--- src/tce_pkg.sv ---
// ---------------------------------------------------------------------------
// Text console character engine package
// Screen geometry, character codes, and controller/datapath interface types.
// ---------------------------------------------------------------------------
package tce_pkg;

  localparam int unsigned COLUMNS    = 80;
  localparam int unsigned ROWS       = 25;
  localparam int unsigned CELL_COUNT = COLUMNS * ROWS;
  localparam int unsigned COPY_COUNT = (ROWS - 1) * COLUMNS;

  localparam int unsigned CELL_AW = 11;
  localparam int unsigned ROW_W   = 5;
  localparam int unsigned COL_W   = 7;
  localparam int unsigned CHAR_W  = 8;
  localparam int unsigned CELL_W  = 16;

  localparam logic [CHAR_W-1:0] ATTR_RESET = 8'h0F;
  localparam logic [CELL_W-1:0] CELL_RESET = 16'h0F20;

  localparam logic [CHAR_W-1:0] CH_BS    = 8'd8;
  localparam logic [CHAR_W-1:0] CH_TAB   = 8'd9;
  localparam logic [CHAR_W-1:0] CH_LF    = 8'd10;
  localparam logic [CHAR_W-1:0] CH_VT    = 8'd11;
  localparam logic [CHAR_W-1:0] CH_FF    = 8'd12;
  localparam logic [CHAR_W-1:0] CH_CR    = 8'd13;
  localparam logic [CHAR_W-1:0] CH_SPACE = 8'd32;

  typedef enum logic [2:0] {
    KIND_READ,
    KIND_PUT,
    KIND_TAB,
    KIND_BS,
    KIND_NL,
    KIND_CR,
    KIND_FF
  } item_kind_e;

  typedef enum logic [2:0] {
    CUR_HOLD,
    CUR_ADV,
    CUR_BACK,
    CUR_NL,
    CUR_CR,
    CUR_HOME,
    CUR_CLAMP
  } cur_op_e;

  typedef enum logic [2:0] {
    MEM_NONE,
    MEM_PUT_CH,
    MEM_PUT_SP,
    MEM_FILL,
    MEM_INIT,
    MEM_COPY,
    MEM_READ
  } mem_op_e;

  typedef struct packed {
    logic    load_item;
    cur_op_e cur_op;
    mem_op_e mem_op;
    logic    cnt_clr;
    logic    cnt_inc;
    logic    set_scroll;
    logic    out_load;
  } tce_cmd_t;

  typedef struct packed {
    item_kind_e kind;
    logic       row_at_end;
    logic       cnt_last;
    logic       copy_last;
  } tce_status_t;

endpackage

--- src/tce_ctrl.sv ---
// ---------------------------------------------------------------------------
// Text console controller
// Sequences one word at a time: decode, cell writes, tab expansion,
// screen clear, scroll copy and result hand-off.
// ---------------------------------------------------------------------------
module tce_ctrl
  import tce_pkg::*;
(
  input  logic        clk_i,
  input  logic        rst_ni,
  input  logic        in_valid_i,
  output logic        in_stall_o,
  output logic        out_valid_o,
  input  logic        out_stall_i,
  input  tce_status_t status_i,
  output tce_cmd_t    cmd_o
);

  localparam logic [3:0] S_INIT    = 4'd0;
  localparam logic [3:0] S_IDLE    = 4'd1;
  localparam logic [3:0] S_EXEC    = 4'd2;
  localparam logic [3:0] S_TAB     = 4'd3;
  localparam logic [3:0] S_BSPUT   = 4'd4;
  localparam logic [3:0] S_CLEAR   = 4'd5;
  localparam logic [3:0] S_CHECK   = 4'd6;
  localparam logic [3:0] S_COPY    = 4'd7;
  localparam logic [3:0] S_SCRTAIL = 4'd8;
  localparam logic [3:0] S_BLANK   = 4'd9;

  logic [3:0] state_q, state_d;
  logic [1:0] tab_rem_q, tab_rem_d;
  logic       out_valid_q, out_valid_d;
  logic       out_free;

  assign out_free    = !out_valid_q || !out_stall_i;
  assign in_stall_o  = (state_q != S_IDLE);
  assign out_valid_o = out_valid_q;

  always_comb begin
    cmd_o            = '0;
    cmd_o.cur_op     = CUR_HOLD;
    cmd_o.mem_op     = MEM_NONE;
    state_d          = state_q;
    tab_rem_d        = tab_rem_q;

    unique case (state_q)
      S_INIT: begin
        cmd_o.mem_op  = MEM_INIT;
        cmd_o.cnt_inc = 1'b1;
        if (status_i.cnt_last) begin
          cmd_o.cnt_clr = 1'b1;
          state_d       = S_IDLE;
        end
      end
      S_IDLE: begin
        if (in_valid_i) begin
          cmd_o.load_item = 1'b1;
          state_d         = S_EXEC;
        end
      end
      S_EXEC: begin
        state_d = S_CHECK;
        case (status_i.kind)
          KIND_READ: cmd_o.mem_op = MEM_READ;
          KIND_PUT: begin
            cmd_o.mem_op = MEM_PUT_CH;
            cmd_o.cur_op = CUR_ADV;
          end
          KIND_TAB: begin
            // first of four spaces here, three more through S_TAB
            cmd_o.mem_op = MEM_PUT_SP;
            cmd_o.cur_op = CUR_ADV;
            tab_rem_d    = 2'd3;
          end
          KIND_BS: begin
            cmd_o.cur_op = CUR_BACK;
            state_d      = S_BSPUT;
          end
          KIND_NL: cmd_o.cur_op = CUR_NL;
          KIND_CR: cmd_o.cur_op = CUR_CR;
          KIND_FF: begin
            cmd_o.cur_op = CUR_HOME;
            state_d      = S_CLEAR;
          end
          default: state_d = S_CHECK;
        endcase
      end
      S_TAB: begin
        cmd_o.mem_op = MEM_PUT_SP;
        cmd_o.cur_op = CUR_ADV;
        state_d      = S_CHECK;
      end
      S_BSPUT: begin
        cmd_o.mem_op = MEM_PUT_SP;
        state_d      = S_CHECK;
      end
      S_CLEAR: begin
        cmd_o.mem_op  = MEM_FILL;
        cmd_o.cnt_inc = 1'b1;
        if (status_i.cnt_last) begin
          cmd_o.cnt_clr = 1'b1;
          state_d       = S_CHECK;
        end
      end
      S_CHECK: begin
        if (status_i.row_at_end) begin
          cmd_o.set_scroll = 1'b1;
          state_d          = S_COPY;
        end else if (tab_rem_q != 2'd0) begin
          tab_rem_d = tab_rem_q - 2'd1;
          state_d   = S_TAB;
        end else if (out_free) begin
          cmd_o.out_load = 1'b1;
          state_d        = S_IDLE;
        end
      end
      S_COPY: begin
        cmd_o.mem_op  = MEM_COPY;
        cmd_o.cnt_inc = 1'b1;
        if (status_i.copy_last) begin
          state_d = S_SCRTAIL;
        end
      end
      S_SCRTAIL: begin
        // last copied cell lands here, the counter already points at the bottom row
        state_d = S_BLANK;
      end
      S_BLANK: begin
        cmd_o.mem_op  = MEM_FILL;
        cmd_o.cnt_inc = 1'b1;
        if (status_i.cnt_last) begin
          cmd_o.cnt_clr = 1'b1;
          cmd_o.cur_op  = CUR_CLAMP;
          state_d       = S_CHECK;
        end
      end
      default: state_d = S_IDLE;
    endcase

    out_valid_d = out_valid_q && out_stall_i;
    if (cmd_o.out_load) begin
      out_valid_d = 1'b1;
    end
  end

  always_ff @(posedge clk_i or negedge rst_ni) begin
    if (!rst_ni) begin
      state_q     <= S_INIT;
      tab_rem_q   <= 2'd0;
      out_valid_q <= 1'b0;
    end else begin
      state_q     <= state_d;
      tab_rem_q   <= tab_rem_d;
      out_valid_q <= out_valid_d;
    end
  end

endmodule

--- config.mk ---
export PLATFORM = sky130hd
export DESIGN_NAME = tce_ctrl
export DESIGN_NICKNAME = d
export VERILOG_FILES = /design/src/tce_pkg.sv /design/src/tce_ctrl.sv
export SDC_FILE = /design/constraint.sdc
export NUM_CORES = 1
export LEC_CHECK = 0
export ABC_CLOCK_PERIOD_IN_PS = 3700
export BUFFER_PORTS_ARGS = -buffer_cell sky130_fd_sc_hd__buf_2
export CELL_PAD_IN_SITES_DETAIL_PLACEMENT = 1
export CELL_PAD_IN_SITES_GLOBAL_PLACEMENT = 1
export CORE_MARGIN = 2
export CORE_UTILIZATION = 36
export DETAILED_ROUTE_END_ITERATION = 7
export PLACE_DENSITY_LB_ADDON = 0.1
export SLEW_MARGIN = 15
export SYNTH_ARGS = -nofsm -noshare
export SYNTH_HDL_FRONTEND = slang
export SYNTH_SLANG_ARGS = --single-unit
export TNS_END_PERCENT = 10
--- constraint.sdc ---
create_clock -name clk_i -period 3.7 [get_ports clk_i]
set_input_delay 0.555 -clock clk_i [delete_from_list [all_inputs] [get_ports clk_i]]
set_output_delay 0.555 -clock clk_i [all_outputs]
set_load 0.05 [all_outputs]
# Word level (Yosys, flattened, before mapping)

Index checks and enable logic that the tools add are counted.

Register bits: 7
Bits of input ports: 10
Output and inout bits: 13

$add $sub $neg: 1
Equality and inequality tests: 24
Mux-type cells: 29
Reductions and logical operators: 15

Operators by type and width:

| operator                                               | number |
|---|---|
| one-hot mux 4 bit (8 select lines)                     | 1 |
| one-hot mux 3 bit (5 select lines)                     | 2 |
| two-way mux 4 bit                                      | 7 |
| one-hot mux 3 bit (3 select lines)                     | 2 |
| == test 4 x 3 -> 1 bit (second input constant)         | 4 |
| two-way mux 1 bit                                      | 10 |
| inequality test 2 bit (second input constant)          | 5 |
| == test 3 bit (second input constant)                  | 3 |
| == test 4 x 2 -> 1 bit (second input constant)         | 2 |
| == test 4 bit (second input constant)                  | 2 |
| two-way mux 2 bit                                      | 4 |
| one-hot mux 2 bit (2 select lines)                     | 2 |
| == test 3 x 2 -> 1 bit (second input constant)         | 2 |
| OR reduction 2 bit                                     | 3 |
| AND reduction 5 bit                                    | 1 |
| == test 4 x 1 -> 1 bit (second input constant)         | 1 |
| logical NOT 4 bit                                      | 1 |
| inequality test 2 x 1 -> 1 bit (second input constant) | 2 |
| inequality test 4 x 1 -> 1 bit (second input constant) | 1 |
| inequality test 4 bit (second input constant)          | 1 |
| AND reduction 4 bit                                    | 1 |
| nonzero test 2 bit                                     | 2 |
| OR reduction 4 bit                                     | 1 |
| == test 3 x 1 -> 1 bit (second input constant)         | 1 |
| other kinds (7)                                        | 8 |

# Longest topological paths before layout

Depth in word-level cells: 7
Mapped depth: 6
Gate-level depth less buffers: 6

# Worst setup path after synthesis

Ideal clock, no wire load.

Path kind: reg2out
Start point: reg state_q[2]
End point: out cmd_o[3] in the netlist's numbering
Arrival time: 2.301 ns
Required time: 3.145 ns
Slack: 0.844 ns
Cell stages (with the launch flop): 5
Path buffers: 1
Path through: dfrtp_1 buf_2 xor2_1 nor2_1 nor4bb_1

RTL lines:

| item                     | line            | source |
|---|---|---|
| start: declaration       | tce_ctrl.sv:30  | `logic [3:0] state_q, state_d;` |
| start signal: assignment | tce_ctrl.sv:152 | `state_q <= state_d;` |
| end: declaration         | tce_ctrl.sv:16  | `output tce_cmd_t cmd_o` |

==> impl_table.tex <==
\begin{tabular}{lr}
\hline
Metric & Value \\
\hline
\multicolumn{2}{l}{\textbf{Status}} \\
Status & finished, final reports clean \\
\multicolumn{2}{l}{\textbf{Detailed routing}} \\
DRC violations left & 0 \\
Per-cell via count in the routed design & between 5 and 6 \\
DRT Wirelength & about 2000 um \\
Pre-Repair DR Iteration Count & 4 \\
Average routed wire per standard cell & $\sim$14 um \\
Iteration-0 DRC Markers & 13 \\
Number of routed nets with antenna violations & 0 \\
Total via count in the routed design & between 700 and 800 \\
\multicolumn{2}{l}{\textbf{Global route}} \\
Via count of the first global-routing pass & between 700 and 800 \\
Global-route wire length before repair & $\sim$3200 um \\
Gr busiest metal & met2 \\
Met1 usage in global routing & 26.2\% \\
Largest net degree at the start of global routing & 17 \\
Met2 usage in global routing & 32.8\% \\
Met3 GRT Util & under 10\% \\
Grt total ovfl & 0 \\
Initial antenna violation count & 0 \\
GRT Overall Usage & around a fifth \\
\multicolumn{2}{l}{\textbf{Layout}} \\
Fin util & $\sim$47\% \\
Area added between synthesis and finish & 19.5\% \\
Net total in the final layout & approximately 130 \\
Antenna diode count & 0 \\
Ratio of cells with drive above 1 in the final layout & between 20\% and 30\% \\
Area occupied by registers & between 150 and 200 um2 \\
Multi-input logic area & 469 um2 \\
Fill cell instance count of the final layout & around 240 \\
Non-filler cells in the finished layout & 140 \\
\multicolumn{2}{l}{\textbf{STA}} \\
Unrepaired setup endpoints after global routing & false \\
Max-slew violations & 0 \\
Max-slew headroom at the worst pin & 68.3\% \\
Peak Freq & between 0.3 and 0.4 GHz \\
Number of endpoints with negative hold slack in the final report & 0 \\
Setup tns final & 0 ns \\
PnR worst setup slack & between 0.9 and 1 ns \\
Maximum clock skew at final layout & roughly 0.004 ns \\
Least-Margin Pin Slew & 0.475 ns \\
Final cycle utilization of the critical path & 74.3\% \\
Crit path time final & roughly 2.7 ns \\
Total setup violations reported at the end of the flow & 0 \\
\multicolumn{2}{l}{\textbf{Yosys}} \\
Most area-consuming cells after synthesis & sky130\_fd\_sc\_hd\_\_dfrtp\_1 25\%, sky130\_fd\_sc\_hd\_\_a21oi\_1 7.2\%, sky130\_fd\_sc\_hd\_\_nand2\_1 5.9\%, sky130\_fd\_sc\_hd\_\_xor2\_1 5.0\%, sky130\_fd\_sc\_hd\_\_o21ai\_0 4.3\% \\
Synthesized cell area & around 700 um2 \\
Library cell occupying the most area in the post-synthesis netlist & sky130\_fd\_sc\_hd\_\_dfrtp\_1 \\
Library cell with the highest instance count after synthesis & sky130\_fd\_sc\_hd\_\_nand2\_1 \\
Most common library cells after synthesis & 11 x sky130\_fd\_sc\_hd\_\_nand2\_1, 10 x sky130\_fd\_sc\_hd\_\_a21oi\_1, 8 x sky130\_fd\_sc\_hd\_\_nor2\_1, 7 x sky130\_fd\_sc\_hd\_\_dfrtp\_1 \\
Avg Inst Size Synth & 7.27 um2 \\
Number of flops mapped to enable cells by yosys & 0 \\
Synth cell types & 36 \\
Most instantiated flip-flop cell in the synthesis netlist & sky130\_fd\_sc\_hd\_\_dfrtp\_1 \\
Synthesized net count & $\sim$110 \\
Yosys synthesis warning count & 0 \\
Proportion of synthesized chip area in sequential cells & between 20\% and 30\% \\
Share of synthesized flip-flops with an asynchronous set or reset & between 90\% and 100\% \\
Number of instances in the synthesized netlist & 96 \\
Synthesized flop and latch total & 7 \\
Share of the synthesized area in the top cell type & between 20\% and 30\% \\
\multicolumn{2}{l}{\textbf{Setup path}} \\
Slack of the worst reg-to-reg path & roughly 1.8 ns \\
Critical path class & flip-flop to output port \\
Longest individual stage delay on the worst path & approximately 0.6 ns \\
Nature of the critical path endpoint & output port \\
Data arrival time at the worst-slack endpoint & between 2 and 2.5 ns \\
Depth of the most critical reg-to-reg path & 4 \\
Ordered cell list for the critical path & or4b\_4 -> or3\_1 -> o22ai\_1 -> buf\_2 \\
Reg2Reg Capture Point & state\_q[2] \\
Slowest library cell on the worst path & sky130\_fd\_sc\_hd\_\_or4b\_4 \\
Required time of the worst setup path & 3.14 ns \\
Kind of start point of the critical path & flip-flop \\
Maximum fanout along the worst path & 16 \\
Critical R2R Launch & state\_q[3] \\
\multicolumn{2}{l}{\textbf{Clocking}} \\
Number of buffers inserted during clock tree synthesis & 3 \\
Number of H-tree levels & 1 \\
Post-cts hold buffer count & 0 \\
CTS Root Cell & sky130\_fd\_sc\_hd\_\_clkbuf\_4 \\
Post-CTS setup-driven buffer insertion count & 0 \\
Clock Sink Count & 7 \\
Clock transition at the registers of the reported paths & about 0.060 ns \\
TritonCTS clock tree & built \\
Number of gates resized after cts & 0 \\
Clock network latency to the later pin of the worst-skew pair & 0.25 ns \\
Bufs on Longest Clock Path & 2 \\
\multicolumn{2}{l}{\textbf{Floorplan}} \\
Boundary Pins & 23 \\
Die W & approximately 48 um \\
Die Height & between 40 and 50 um \\
Effective utilization at floorplan & between 30\% and 40\% \\
Core box area & around 1800 um2 \\
Die area & 2310 um2 \\
Standard-cell row count & 15 \\
\multicolumn{2}{l}{\textbf{Power}} \\
Maximum resistive drop on vdd & 0.446 mV \\
Leakage power figure & 0.412 nW \\
Sequential Power Share & between 20\% and 30\% \\
Switching power of the nets & $\sim$0.00047 W \\
Relative contribution of the clock network to total power & 9.1\% \\
Internal Power & between 0.0003 and 0.0004 W \\
Pwr per Cell Area & between 900 and 1000 nW/um2 \\
Logic pwr share & between 60\% and 70\% \\
Switching share of power & between 50\% and 60\% \\
\multicolumn{2}{l}{\textbf{Job}} \\
Number of max-cap violations & 0 \\
\multicolumn{2}{l}{\textbf{Placed design}} \\
Post-placement setup slack & $\sim$1.2 ns \\
Placed cell count & 136 \\
Count of port buffers added during placement & 22 \\
Routability congestion estimate from global placement & between 0.8 and 0.9 \\
Detailed placement HPWL & 1480 um \\
\multicolumn{2}{l}{\textbf{Min path}} \\
Path type of the worst min-delay path & input port to async pin \\
\hline
\end{tabular}
-- critical path: cells and delay by family (launching register included) --
family | cells | cell delay [ns]
AOI/OAI and AO/OA | 1 | 0.15
DFF | 1 | 0.55
buffers and inverters | 1 | 0.29
and+or+nand+nor | 2 | 0.95
-- through the flow --
stage	power, W	hold slack, ns	cell area [um2]
2_1_floorplan	0.000605	0.259	698
3_3_place_gp	0.000707	0.399	808
3_5_place_dp	0.000715	0.400	808
4_1_cts	0.000790	0.123	835
5_1_grt	0.000854	0.129	835
6_report	0.000785	0.123	835
-- worst max path at each step --
stage	slack, ns	to	cells after the start	start
after CTS	0.94	cmd_o[6]	4	state_q[0]
after global routing	0.80	cmd_o[6]	4	state_q[3]
after detailed placement	1.23	cmd_o[6]	4	state_q[0]
after floorplan	0.84	cmd_o[3]	4	state_q[2]
final	0.95	cmd_o[6]	4	state_q[3]
after global placement	1.25	cmd_o[6]	4	state_q[3]
-- sequential cells by signal (all words and copies together), names as in the netlist --
register,cells
tab_rem_q,2
out_valid_o,1
state_q,4
-- placed cells by master (no fill, tap or decap), drive strengths merged, types with 4 or more instances in the layout --
cell type and count:
nand2 11, o21ai 6, buf 22, nor3 4
clkbuf 4, nor2 8, xor2 4, inv 6
a21oi 10, dfrtp 7
-- routing by layer --
metal | part of all wire (%) | up-vias | routed length (um)
met5 | 0 | - | 0
met4 | 1.2 | 0 | 24
met2 | 48 | 19 | 929
met3 | 3.2 | 2 | 62
met1 | 48 | 366 | 930
li1 | - | 386 | -
-- cell type report --
type                    instances  area share (%)
clock buffers                   4            3.15
inverters                       6            2.70
multi-input cells              76            56.2
flip-flops and latches          7            21.0
well taps                      25            3.75
repair buffers                 22            13.2
-- logic make-up after synthesis --
| group | Yosys count | share of synthesized area [%] |
|---|---|---|
| fa+ha+maj | 1 | 1.79 |
| compound gates | 31 | 28.5 |
| simple gates | 39 | 30.6 |
| buf+inv | 13 | 7.70 |
| flops | 7 | 25.1 |
| xor+xnor | 5 | 6.27 |
-- power groups by stage --
stage          Clock (W)  Sequential (W)  Combinational [W]
2_1_floorplan          0        0.000139           0.000465
6_report       0.0000711        0.000189           0.000525
4_1_cts        0.0000739        0.000188           0.000529
5_1_grt        0.0000791        0.000199           0.000576
3_5_place_dp           0        0.000190           0.000526
3_3_place_gp           0        0.000185           0.000522
Power figures use the tool's default switching activity.
